--- config.mk ---
export PLATFORM = sky130hd
export DESIGN_NAME = versatile_interface_adapter_core
export DESIGN_NICKNAME = d
export VERILOG_FILES = /design/src/design/via_pkg.sv /design/src/design/versatile_interface_adapter_core.sv
export SDC_FILE = /design/constraint.sdc
export NUM_CORES = 1
export LEC_CHECK = 0
export BUFFER_PORTS_ARGS = -buffer_cell sky130_fd_sc_hd__clkbuf_2
export CORE_AREA = 2 2 189 191
export CTS_CLUSTER_DIAMETER = 50
export DETAILED_ROUTE_END_ITERATION = 16
export DIE_AREA = 0 0 191 193
export HOLD_SLACK_MARGIN = 0.02
export PLACE_DENSITY_LB_ADDON = 0.2
export SETUP_SLACK_MARGIN = 0.15
export SYNTH_ARGS = -nofsm -noshare
export SYNTH_HDL_FRONTEND = slang
export SYNTH_SLANG_ARGS = --single-unit
--- constraint.sdc ---
create_clock -name clock -period 5.7 [get_ports clock]
set_input_delay 0.285 -clock clock [delete_from_list [all_inputs] [get_ports clock]]
set_output_delay 0.285 -clock clock [all_outputs]
set_load 0.05 [all_outputs]
--- src/design/via_pkg.sv ---
// types and constants shared by the interface adapter
package via_pkg;

   localparam logic [2:0] CMD_WRITE = 3'd0;
   localparam logic [2:0] CMD_READ  = 3'd1;
   localparam logic [2:0] CMD_TICK  = 3'd2;
   localparam logic [2:0] CMD_CA1   = 3'd3;
   localparam logic [2:0] CMD_MOUSE = 3'd4;

   localparam logic [3:0] REG_ORB   = 4'd0;
   localparam logic [3:0] REG_ORA   = 4'd1;
   localparam logic [3:0] REG_DDRB  = 4'd2;
   localparam logic [3:0] REG_DDRA  = 4'd3;
   localparam logic [3:0] REG_T1CL  = 4'd4;
   localparam logic [3:0] REG_T1CH  = 4'd5;
   localparam logic [3:0] REG_T1LL  = 4'd6;
   localparam logic [3:0] REG_T1LH  = 4'd7;
   localparam logic [3:0] REG_T2CL  = 4'd8;
   localparam logic [3:0] REG_T2CH  = 4'd9;
   localparam logic [3:0] REG_ACR   = 4'd11;
   localparam logic [3:0] REG_PCR   = 4'd12;
   localparam logic [3:0] REG_IFR   = 4'd13;
   localparam logic [3:0] REG_IER   = 4'd14;
   localparam logic [3:0] REG_ORANH = 4'd15;

   localparam logic CSR_MOUSE_ENABLE = 1'b0;
   localparam logic CSR_BOTH_MIDDLE  = 1'b1;

   localparam int CNT_W = 19;

   typedef struct packed {
      logic [2:0]         command;
      logic [3:0]         address;
      logic [7:0]         write_data;
      logic [7:0]         elapsed_cycles;
      logic signed [15:0] target_x;
      logic signed [15:0] target_y;
      logic [2:0]         mouse_buttons;
   } req_type;

   typedef struct packed {
      logic [7:0] read_data;
      logic       irq;
      logic [7:0] port_a_out;
      logic [7:0] port_b_out;
      logic       mouse_pending;
   } rsp_type;

endpackage

--- src/design/versatile_interface_adapter_core.sv ---
// 6522-style interface adapter with timers and quadrature mouse
// the rsp beat is registered and appears in the cycle after its req beat is accepted
// throughput: one beat per cycle while rsp_ready holds, state updated in the accepting cycle
// a single register-file update lies between req port and result register
// reset: synchronous active high, state registers (not rsp data) to power-on values, counters 131070
module versatile_interface_adapter_core (
   input  logic             clock,
   input  logic             reset,
   input  logic             req_valid,
   output logic             req_ready,
   input  via_pkg::req_type req_data,
   output logic             rsp_valid,
   input  logic             rsp_ready,
   output via_pkg::rsp_type rsp_data,
   input  logic             csr_we,
   input  logic             csr_index,
   input  logic             csr_wdata
);
   import via_pkg::*;

   logic mouse_en_ff, both_mid_ff;
   logic [7:0] out_a_ff, out_b_ff, pins_b_ff, dir_a_ff, dir_b_ff, acr_ff, pcr_ff, ifr_ff;
   logic [6:0] ier_ff;
   logic [15:0] t1_latch_ff, t2_latch_ff;
   logic signed [CNT_W-1:0] t1_cnt_ff, t2_cnt_ff;
   logic t1_fired_ff, t2_phase_ff;
   logic signed [15:0] mx_ff, my_ff;
   logic rsp_valid_ff;
   rsp_type rsp_ff;

   logic [7:0] out_a_in, out_b_in, pins_b_in, dir_a_in, dir_b_in, acr_in, pcr_in, ifr_in;
   logic [6:0] ier_in;
   logic [15:0] t1_latch_in, t2_latch_in;
   logic signed [CNT_W-1:0] t1_cnt_in, t2_cnt_in;
   logic t1_fired_in, t2_phase_in;
   logic signed [15:0] mx_in, my_in;
   rsp_type rsp_in;
   logic accept;

   assign req_ready = !rsp_valid_ff || rsp_ready;
   assign accept    = req_valid && req_ready;
   assign rsp_valid = rsp_valid_ff;
   assign rsp_data  = rsp_ff;

   always_comb begin
      logic [7:0] rd, v;
      logic [2:0] b;
      logic signed [CNT_W:0] c1, c2, n1;
      logic signed [CNT_W:0] l1x2, l2x2;
      logic signed [CNT_W-1:0] t1_h, t1_k, t2_h, t2_k;
      out_a_in = out_a_ff; out_b_in = out_b_ff; pins_b_in = pins_b_ff;
      dir_a_in = dir_a_ff; dir_b_in = dir_b_ff; acr_in = acr_ff; pcr_in = pcr_ff;
      ifr_in = ifr_ff; ier_in = ier_ff;
      t1_latch_in = t1_latch_ff; t2_latch_in = t2_latch_ff;
      t1_cnt_in = t1_cnt_ff; t2_cnt_in = t2_cnt_ff;
      t1_fired_in = t1_fired_ff; t2_phase_in = t2_phase_ff;
      mx_in = mx_ff; my_in = my_ff;
      rd = 8'hff;
      v = req_data.write_data;
      b = req_data.mouse_buttons;
      l1x2 = $signed({3'b000, t1_latch_ff, 1'b0});
      l2x2 = $signed({3'b000, t2_latch_ff, 1'b0});
      // counter halves and 512ths, rounded toward zero
      t1_h = (t1_cnt_ff + (t1_cnt_ff[CNT_W-1] ? 19'sd1 : 19'sd0)) >>> 1;
      t1_k = (t1_cnt_ff + (t1_cnt_ff[CNT_W-1] ? 19'sd511 : 19'sd0)) >>> 9;
      t2_h = (t2_cnt_ff + (t2_cnt_ff[CNT_W-1] ? 19'sd1 : 19'sd0)) >>> 1;
      t2_k = (t2_cnt_ff + (t2_cnt_ff[CNT_W-1] ? 19'sd511 : 19'sd0)) >>> 9;
      c1 = t1_cnt_ff - $signed({12'd0, req_data.elapsed_cycles});
      c2 = t2_cnt_ff - $signed({12'd0, req_data.elapsed_cycles});
      n1 = l1x2 + c1 + 20'sd4;
      case (req_data.command)
         CMD_WRITE: begin
            case (req_data.address)
               REG_ORB: begin
                  out_b_in = v;
                  if (!pcr_ff[1]) ifr_in[0] = 1'b0;
               end
               REG_ORA: begin
                  out_a_in = v;
                  ifr_in[1:0] = 2'b00;
               end
               REG_DDRB: dir_b_in = v;
               REG_DDRA: dir_a_in = v;
               REG_T1CL, REG_T1LL: t1_latch_in[7:0] = v;
               REG_T1CH: begin
                  t1_latch_in[15:8] = v;
                  t1_cnt_in = $signed({2'b00, v, t1_latch_ff[7:0], 1'b0});
                  ifr_in[6] = 1'b0;
                  t1_fired_in = 1'b0;
                  if (acr_ff[7]) begin
                     out_b_in[7] = 1'b0;
                     pins_b_in[7] = 1'b0;
                  end
               end
               REG_T1LH: t1_latch_in[15:8] = v;
               REG_T2CL: t2_latch_in[7:0] = v;
               REG_T2CH: begin
                  t2_latch_in[15:8] = v;
                  t2_cnt_in = $signed({2'b00, v, t2_latch_ff[7:0], 1'b0});
                  ifr_in[5] = 1'b0;
               end
               REG_ACR: acr_in = v;
               REG_PCR: pcr_in = v;
               REG_IFR: ifr_in = ifr_ff & ~v;
               REG_IER: ier_in = v[7] ? (ier_ff | v[6:0]) : (ier_ff & ~v[6:0]);
               REG_ORANH: out_a_in = v;
               default: ;
            endcase
         end
         CMD_READ: begin
            case (req_data.address)
               REG_ORB: begin
                  rd = (out_b_ff & dir_b_ff) | (pins_b_ff & ~dir_b_ff);
                  if (mouse_en_ff) begin
                     if (both_mid_ff) begin
                        if (b[0] && b[2]) b = 3'b010;
                        else b[1] = 1'b0;
                     end
                     rd = {~b, rd[4:0]};
                     ifr_in[4:3] = 2'b00;
                  end
               end
               REG_ORA: ifr_in[1:0] = 2'b00;
               REG_DDRB: rd = dir_b_ff;
               REG_DDRA: rd = dir_a_ff;
               REG_T1CL: begin
                  ifr_in[6] = 1'b0;
                  rd = (t1_cnt_ff <= l1x2) ? t1_h[7:0] : 8'hff;
               end
               REG_T1CH: rd = (t1_cnt_ff <= l1x2) ? t1_k[7:0] : 8'hff;
               REG_T1LL: rd = t1_latch_ff[7:0];
               REG_T1LH: rd = t1_latch_ff[15:8];
               REG_T2CL: begin
                  ifr_in[5] = 1'b0;
                  rd = (t2_cnt_ff <= l2x2) ? t2_h[7:0] : 8'hff;
               end
               REG_T2CH: rd = (t2_cnt_ff <= l2x2) ? t2_k[7:0] : 8'hff;
               REG_PCR: rd = pcr_ff;
               REG_IFR: rd = ifr_ff;
               REG_IER: rd = {1'b1, ier_ff};
               default: rd = 8'hff;
            endcase
         end
         CMD_TICK: begin
            t1_cnt_in = c1[CNT_W-1:0];
            t2_cnt_in = c2[CNT_W-1:0];
            if (c1 < 0) begin
               t1_cnt_in = (n1 < 0) ? '0 : n1[CNT_W-1:0];
               if (!t1_fired_ff || acr_ff[6]) begin
                  ifr_in[6] = 1'b1;
                  if (acr_ff[7]) begin
                     out_b_in[7] = ~out_b_ff[7];
                     pins_b_in[7] = ~pins_b_ff[7];
                  end
               end
               t1_fired_in = 1'b1;
            end
            if (c2 < 0) begin
               t2_cnt_in = CNT_W'(l2x2 - c2 - 20'sd3 - $signed({19'd0, t2_phase_ff}));
               t2_phase_in = ~t2_phase_ff;
               ifr_in[5] = 1'b1;
            end
         end
         CMD_CA1: ifr_in[1] = 1'b1;
         CMD_MOUSE: begin
            if (mouse_en_ff && ifr_ff[4:3] == 2'b00) begin
               if (req_data.target_x != mx_ff) begin
                  ifr_in[4] = 1'b1;
                  if (req_data.target_x < mx_ff) begin
                     pins_b_in[0] = 1'b0;
                     mx_in = mx_ff - 16'sd1;
                  end else begin
                     pins_b_in[0] = 1'b1;
                     mx_in = mx_ff + 16'sd1;
                  end
               end
               if (req_data.target_y != my_ff) begin
                  ifr_in[3] = 1'b1;
                  if (req_data.target_y > my_ff) begin
                     pins_b_in[2] = 1'b0;
                     my_in = my_ff + 16'sd1;
                  end else begin
                     pins_b_in[2] = 1'b1;
                     my_in = my_ff - 16'sd1;
                  end
               end
            end
         end
         default: ;
      endcase
      ifr_in[7] = |(ifr_in[6:0] & ier_in);
      if (req_data.command == CMD_READ && req_data.address == REG_IFR) rd = ifr_in;
      rsp_in.read_data     = rd;
      rsp_in.irq           = ifr_in[7];
      rsp_in.port_a_out    = out_a_in;
      rsp_in.port_b_out    = out_b_in;
      rsp_in.mouse_pending = mouse_en_ff &&
                             (req_data.target_x != mx_in || req_data.target_y != my_in);
   end

   always_ff @(posedge clock) begin
      if (reset) begin
         mouse_en_ff <= 1'b0; both_mid_ff <= 1'b0;
         out_a_ff <= '0; out_b_ff <= '0; pins_b_ff <= 8'hff;
         dir_a_ff <= '0; dir_b_ff <= '0; acr_ff <= '0; pcr_ff <= '0;
         ier_ff <= '0; ifr_ff <= '0;
         t1_latch_ff <= 16'hffff; t2_latch_ff <= 16'hffff;
         t1_cnt_ff <= CNT_W'(131070); t2_cnt_ff <= CNT_W'(131070);
         t1_fired_ff <= 1'b0; t2_phase_ff <= 1'b0;
         mx_ff <= '0; my_ff <= '0;
         rsp_valid_ff <= 1'b0;
      end else begin
         if (csr_we) begin
            if (csr_index == CSR_MOUSE_ENABLE) mouse_en_ff <= csr_wdata;
            if (csr_index == CSR_BOTH_MIDDLE) both_mid_ff <= csr_wdata;
         end
         if (accept) begin
            out_a_ff <= out_a_in; out_b_ff <= out_b_in; pins_b_ff <= pins_b_in;
            dir_a_ff <= dir_a_in; dir_b_ff <= dir_b_in; acr_ff <= acr_in; pcr_ff <= pcr_in;
            ier_ff <= ier_in; ifr_ff <= ifr_in;
            t1_latch_ff <= t1_latch_in; t2_latch_ff <= t2_latch_in;
            t1_cnt_ff <= t1_cnt_in; t2_cnt_ff <= t2_cnt_in;
            t1_fired_ff <= t1_fired_in; t2_phase_ff <= t2_phase_in;
            mx_ff <= mx_in; my_ff <= my_in;
            rsp_valid_ff <= 1'b1;
         end else if (rsp_ready) begin
            rsp_valid_ff <= 1'b0;
         end
      end
   end

   always_ff @(posedge clock) begin
      if (accept) rsp_ff <= rsp_in;
   end

endmodule
Word-level counts from Yosys, hierarchy flattened
Index checks and enable logic that the tools add are counted.
{ "totals": {"regBits": 199, "inputBits": 65, "output_inout_bits": 28, "word_cells": 212} }
{ "op_classes": {"addsub": 15, "n_lt_le_gt_ge": 7, "eq_ne": 28, "n_mux": 82, "bitwise": 15, "reduce_logical": 36} }
{ "ops": {"columns": ["op", "n"], "rows": [
  ["two-way mux 16 bit", 8],
  ["case mux 8 bit (12 select lines)", 1],
  ["two-way mux 19 bit", 5],
  ["case mux 19 bit (2 select lines)", 2],
  ["two-way mux 8 bit", 9],
  ["!= test 16 bit", 4],
  ["< comparator 20 x 1 -> 1 bit (second input constant)", 3],
  ["subtractor 19 x 9 -> 20 bit", 2],
  ["<= comparator 19 x 18 -> 1 bit", 2],
  ["two-way mux 7 bit", 5],
  ["adder 17 x 10 -> 17 bit", 2],
  ["AND reduction 3 bit", 11],
  ["adder 16 x 2 -> 16 bit (second input constant)", 2],
  ["subtractor 16 x 2 -> 16 bit (second input constant)", 2],
  ["two-way mux 1 bit", 29],
  ["equality test 4 bit (second input constant)", 7],
  ["AND 7 bit", 3],
  ["adder 18 x 20 -> 20 bit", 1],
  ["adder 20 x 4 -> 20 bit (second input constant)", 1],
  ["subtractor 18 x 19 -> 19 bit", 1],
  ["subtractor 19 x 2 -> 19 bit", 1],
  ["subtractor 19 x 3 -> 19 bit (second input constant)", 1],
  ["adder 9 x 2 -> 9 bit", 2],
  ["two-way mux 9 bit", 2],
  ["other kinds (34)", 77]
]} }

Logic depth before layout (Yosys ltp)
{ "logic_depth": {"ltp_word": 11, "depth_mapped": 24, "ltp_nobuf": 24} }

Worst setup path before layout
No wires, ideal clock.
{ "synth_path": {"path_kind": "register to register", "start": "register mx_ff[13]", "end": "register rsp_ff (netlist bit rsp_data[0]), data pin", "setup_ps": 270, "arrival_time_ps": 4947, "required_ps": 5430, "path_slack_ps": 483, "stages_incl_launch_ff": 18, "n_path_buf": 0, "period_less_slack_ps": 5217, "cell_sequence": "dfxtp_1 > inv_1 > ha_1 > a21o_1 > a211oi_1 > nand4b_1 > o31ai_1 > ha_1 > xor2_1 > mux2_4 > a221o_1 > nor4_2 > a31oi_1 > a2111oi_2 > nand4_1 > nand2b_1 > a2111oi_4 > a31oi_1"} }
{ "synth_rtl": {"columns": ["element", "line_no", "source"], "rows": [
  ["start: declaration", "versatile_interface_adapter_core.sv:27", "logic signed [15:0] mx_ff, my_ff;"],
  ["start signal: assignment", "versatile_interface_adapter_core.sv:224", "mx_ff <= mx_in; my_ff <= my_in;"],
  ["end signal: assignment", "versatile_interface_adapter_core.sv:233", "if (accept) rsp_ff <= rsp_in;"],
  ["end: declaration", "versatile_interface_adapter_core.sv:29", "rsp_type rsp_ff;"]
]} }

==> flow_results.xml <==
<?xml version="1.0" encoding="UTF-8"?>
<metrics>
  <group name="run_status">
    <metric name="outcome" unit="">complete, no violations</metric>
  </group>
  <group name="placement">
    <metric name="port-buffer-count" unit="">92</metric>
    <metric name="detailed_placement_wirelength_estimate" unit="um">40590</metric>
    <metric name="gp_routability_congestion" unit="">0.9750</metric>
    <metric name="post_dp_cell_area" unit="um^2">18030</metric>
  </group>
  <group name="synthesis">
    <metric name="synth-seq-area-share" unit="%">23.83</metric>
    <metric name="synth_cells" unit="">2208</metric>
    <metric name="synth_top_flop_cell" unit="">sky130_fd_sc_hd__dfxtp_1</metric>
    <metric name="synth_area_leader_cell" unit="">sky130_fd_sc_hd__dfxtp_1</metric>
    <metric name="synthesis.area_per_instance" unit="um^2">7.799</metric>
    <metric name="yosys_top_cell_area_share" unit="%">19.30</metric>
    <metric name="netlist_area" unit="um^2">17220</metric>
    <metric name="ys_ff_latch" unit="">192</metric>
    <metric name="synthArstFlopShare" unit="%">0</metric>
    <metric name="synth_area_leaders" unit="">sky130_fd_sc_hd__dfxtp_1, sky130_fd_sc_hd__ha_1, sky130_fd_sc_hd__a21oi_1</metric>
    <metric name="number_of_enable_flip_flop_cells_after_synthesis" unit="">26</metric>
    <metric name="post_synth_net_total" unit="">2474</metric>
    <metric name="synth-warning-count" unit="">0</metric>
    <metric name="netlist-cell-type-count" unit="">96</metric>
  </group>
  <group name="global_route">
    <metric name="grt_start_max_net_pins" unit="">88</metric>
    <metric name="grt_first_pass_wirelength" unit="um">85310</metric>
    <metric name="grt_antenna_before_repair" unit="">0</metric>
    <metric name="gr-total-overflow" unit="">0</metric>
    <metric name="grt.total_usage" unit="%">29.52</metric>
    <metric name="first_global_vias" unit="">15720</metric>
  </group>
  <group name="clock_tree">
    <metric name="clockBufferDepth" unit="">2</metric>
    <metric name="clock-root-buffer" unit="">sky130_fd_sc_hd__clkbuf_16</metric>
    <metric name="clkLatencyLatePin" unit="ns">0.46</metric>
    <metric name="cts_made_buffers" unit="">17</metric>
    <metric name="tritoncts" unit="">yes</metric>
    <metric name="cts_htree_levels" unit="">4</metric>
    <metric name="clk_pin_slew" unit="ns">0.07</metric>
    <metric name="post_cts_hold_buffer_count" unit="">0</metric>
    <metric name="cts_sinks" unit="">192</metric>
  </group>
  <group name="flow_run">
    <metric name="maxcap_viol_count" unit="">0</metric>
  </group>
  <group name="timing">
    <metric name="period_share" unit="%">93.31</metric>
    <metric name="setup_repair_after_global_routing_missed_its_margin" unit="">true</metric>
    <metric name="setup_violations" unit="">0</metric>
    <metric name="clock-skew-final" unit="ns">0.01456</metric>
    <metric name="worst_hold_slack" unit="ns">0.06328</metric>
    <metric name="period_needed" unit="ns">5.319</metric>
    <metric name="setup_tns" unit="ns">0</metric>
    <metric name="slew-limit-headroom" unit="%">11.13</metric>
    <metric name="report.final.slew_viol_count" unit="">0</metric>
    <metric name="timing_limited_maximum_frequency" unit="MHz">188.0</metric>
    <metric name="hold_violations" unit="">0</metric>
    <metric name="worstMarginPinSlew" unit="ns">1.328</metric>
  </group>
  <group name="power_and_ir_drop">
    <metric name="cellPowerDensity" unit="nW/um^2">194.2</metric>
    <metric name="leakage" unit="nW">7.668</metric>
    <metric name="peakVddDrop" unit="V">0.0002176</metric>
  </group>
  <group name="worst_setup_path">
    <metric name="capturing_element_type_of_the_critical_path" unit="">flip-flop</metric>
    <metric name="cp.arrival" unit="ns">5.51</metric>
    <metric name="crit_path_max_incr_delay" unit="ns">0.40</metric>
    <metric name="required" unit="ns">5.89</metric>
    <metric name="worst-path-max-fanout" unit="">10</metric>
    <metric name="worst_setup_path_startpoint" unit="">my_ff[11]$_SDFFE_PP0P_</metric>
    <metric name="cp_common_cell" unit="">sky130_fd_sc_hd__a21o_1</metric>
    <metric name="crit_path_end" unit="">rsp_data[0]$_DFFE_PP_</metric>
    <metric name="cpMaxStageDelayCell" unit="">sky130_fd_sc_hd__dfxtp_1</metric>
    <metric name="worst_r2r_startpoint" unit="">my_ff[11]$_SDFFE_PP0P_</metric>
    <metric name="timing.reg2reg.setup_slack" unit="ns">0.38</metric>
    <metric name="critical_path.cell_chain" unit="">inv_1, ha_1, a21o_1, a21o_1, a21o_1, a2111oi_4, o311a_1, a21oi_1, nor2b_1, inv_2, ha_1, and3_1, a221o_1, a21oi_1, o211ai_1, and2_1, a221oi_2, xor2_1, xnor2_1, o31ai_1, a31oi_1</metric>
    <metric name="kind_of_start_point_of_the_critical_path" unit="">flip-flop</metric>
    <metric name="r2r.worst_path.cells" unit="">21</metric>
    <metric name="setup.worst_path.class" unit="">reg -&gt; reg</metric>
    <metric name="r2r-end" unit="">rsp_data[0]$_DFFE_PP_</metric>
  </group>
  <group name="final_layout">
    <metric name="layout.cell_area.non_filler" unit="um^2">18670</metric>
    <metric name="mostFrequentLayoutCell" unit="">sky130_fd_sc_hd__nor2_1</metric>
    <metric name="num_antenna_cells" unit="">0</metric>
    <metric name="nets" unit="">2503</metric>
    <metric name="layout_common_cells" unit="">sky130_fd_sc_hd__nor2_1, sky130_fd_sc_hd__nand2_1, sky130_fd_sc_hd__ha_1</metric>
    <metric name="area_delta_synth_final" unit="%">8.392</metric>
    <metric name="drive_gt1_share" unit="%">10.49</metric>
  </group>
  <group name="drt">
    <metric name="detail_route.drc_violations" unit="">0</metric>
    <metric name="vias" unit="">16620</metric>
    <metric name="detail_route.vias_per_cell" unit="">6.130</metric>
    <metric name="final_antenna_net_count" unit="">0</metric>
    <metric name="drtIter0Drc" unit="">1269</metric>
    <metric name="firstDrtPassIters" unit="">6</metric>
    <metric name="total_length_of_routed_wires" unit="um">54580</metric>
    <metric name="routed_wire_length_per_instance" unit="um">20.13</metric>
  </group>
  <group name="floorplan">
    <metric name="placementRows" unit="">69</metric>
    <metric name="die_width" unit="um">191</metric>
    <metric name="floorplan.initialDensity" unit="%">49.25</metric>
    <metric name="core-area" unit="um^2">34960</metric>
    <metric name="top_level_ports" unit="">93</metric>
    <metric name="die-height" unit="um">193</metric>
    <metric name="die_area" unit="um^2">36860</metric>
  </group>
  <group name="worst_hold_path">
    <metric name="holdPathStages" unit="">3</metric>
    <metric name="timing.hold.worst.class" unit="">in -&gt; reg</metric>
  </group>
</metrics>
[logic make-up after synthesis]
kind of cell	count (synthesis)	synth area share, %
compound gates	614	24.14
xor+xnor	145	7.535
fa+ha+maj	201	14.91
buf+inv	273	6.299
flops	192	23.83
mux	47	2.921
simple gates	736	20.37
[synth_stat cells (13+ instances only)]
cell                       number
sky130_fd_sc_hd__a211o_1       43
sky130_fd_sc_hd__a211oi_1      32
sky130_fd_sc_hd__a21o_1        37
sky130_fd_sc_hd__a21oi_1      190
sky130_fd_sc_hd__a221oi_1      18
sky130_fd_sc_hd__a31oi_1       18
sky130_fd_sc_hd__and3_1        18
sky130_fd_sc_hd__clkbuf_1      87
sky130_fd_sc_hd__dfxtp_1      166
sky130_fd_sc_hd__edfxtp_1      26
sky130_fd_sc_hd__ha_1         194
sky130_fd_sc_hd__inv_1        161
sky130_fd_sc_hd__mux2_2        22
sky130_fd_sc_hd__mux2i_1       24
sky130_fd_sc_hd__nand2_1      198
sky130_fd_sc_hd__nand2b_1      24
sky130_fd_sc_hd__nand3_1       71
sky130_fd_sc_hd__nand4_1       24
sky130_fd_sc_hd__nor2_1       213
sky130_fd_sc_hd__nor2b_1       19
sky130_fd_sc_hd__nor3_1        70
sky130_fd_sc_hd__nor4_1        19
sky130_fd_sc_hd__o211ai_1      13
sky130_fd_sc_hd__o21ai_0       97
sky130_fd_sc_hd__or3_1         25
sky130_fd_sc_hd__xnor2_1       91
sky130_fd_sc_hd__xor2_1        52
[stage by stage]
step                setup WS, ns  std cells  power (mW)  utilization, %
finish                    0.3814       2711       3.625           53.38
global route             0.09224       2711       3.803           53.38
CTS                       0.1898       2710       3.623           53.16
detailed placement        0.1191       2678       2.442           51.56
global placement          0.2347       2678       2.426           51.56
floorplan                 0.4829       2208       2.186               -
[worst min-delay path by stage]
stage	startpoint	endpoint	slack (ns)
4_1_cts	req_valid	rsp_valid$_SDFFE_PP0P_	0.04
6_report	req_valid	rsp_valid$_SDFFE_PP0P_	0.06
3_3_place_gp	pcr_ff[3]$_SDFFE_PP0P_	pcr_ff[3]$_SDFFE_PP0P_	0.44
5_1_grt	req_valid	rsp_valid$_SDFFE_PP0P_	0.06
3_5_place_dp	pcr_ff[4]$_SDFFE_PP0P_	pcr_ff[4]$_SDFFE_PP0P_	0.45
2_1_floorplan	req_valid	rsp_valid$_SDFFE_PP0P_	0.41
[cell type report]
type,instances,area [um^2]
clock inverter,15,133.9
timing repair buffer,122,691.9
sequential,192,4104
multi-input combinational,1743,12130
clock buffer,17,425.4
fill,3360,16300
tap,461,576.8
inverter,161,604.3
[repair_timing]
action / 4_1_cts / 5_1_grt
buffers inserted: 0 / 1
setup endpoints to repair: 1 / 21
resized for setup: 1 / 15
gates cloned: 0 / 0
[report_power, final]
group / total (mW) / internal (mW) / switching (mW)
sequential: 1.43 / 1.40 / 0.0310
combinational: 1.01 / 0.390 / 0.625
clock: 1.18 / 0.573 / 0.607
[flip-flops by register name (all words and copies together) (netlist names)]
register / count
rsp_data: 26
t1_cnt_ff: 19
t2_cnt_ff: 19
mx_ff: 16
my_ff: 16
t1_latch_ff: 16
t2_latch_ff: 16
dir_a_ff: 8
dir_b_ff: 8
out_a_ff: 8
out_b_ff: 8
pcr_ff: 8
ier_ff: 7
ifr_ff: 7
pins_b_ff: 3
acr_ff: 2
both_mid_ff: 1
mouse_en_ff: 1
rsp_valid: 1
t1_fired_ff: 1
t2_phase_ff: 1
[critical path: cells and delay by family (launching register included)]
| family | cells | cell delay (ns) |
|---|---|---|
| AO/OA/AOI/OAI | 12 | 2.76 |
| XOR/XNOR | 2 | 0.39 |
| flip-flops | 1 | 0.40 |
| adder cells (fa/ha/maj) | 2 | 0.64 |
| buffers and inverters | 2 | 0.23 |
| AND/OR/NAND/NOR | 3 | 0.64 |
[routing by layer]
metal  vias up  global-route usage [%]  wire length, um
li1       8061                       -                -
met1      7853                   36.06            22570
met2       583                   51.88            26540
met3       121                   4.018             3259
met4         0                   12.94             2205
met5         -                       0                0
No activity file was read; power rests on OpenSTA's default activity.
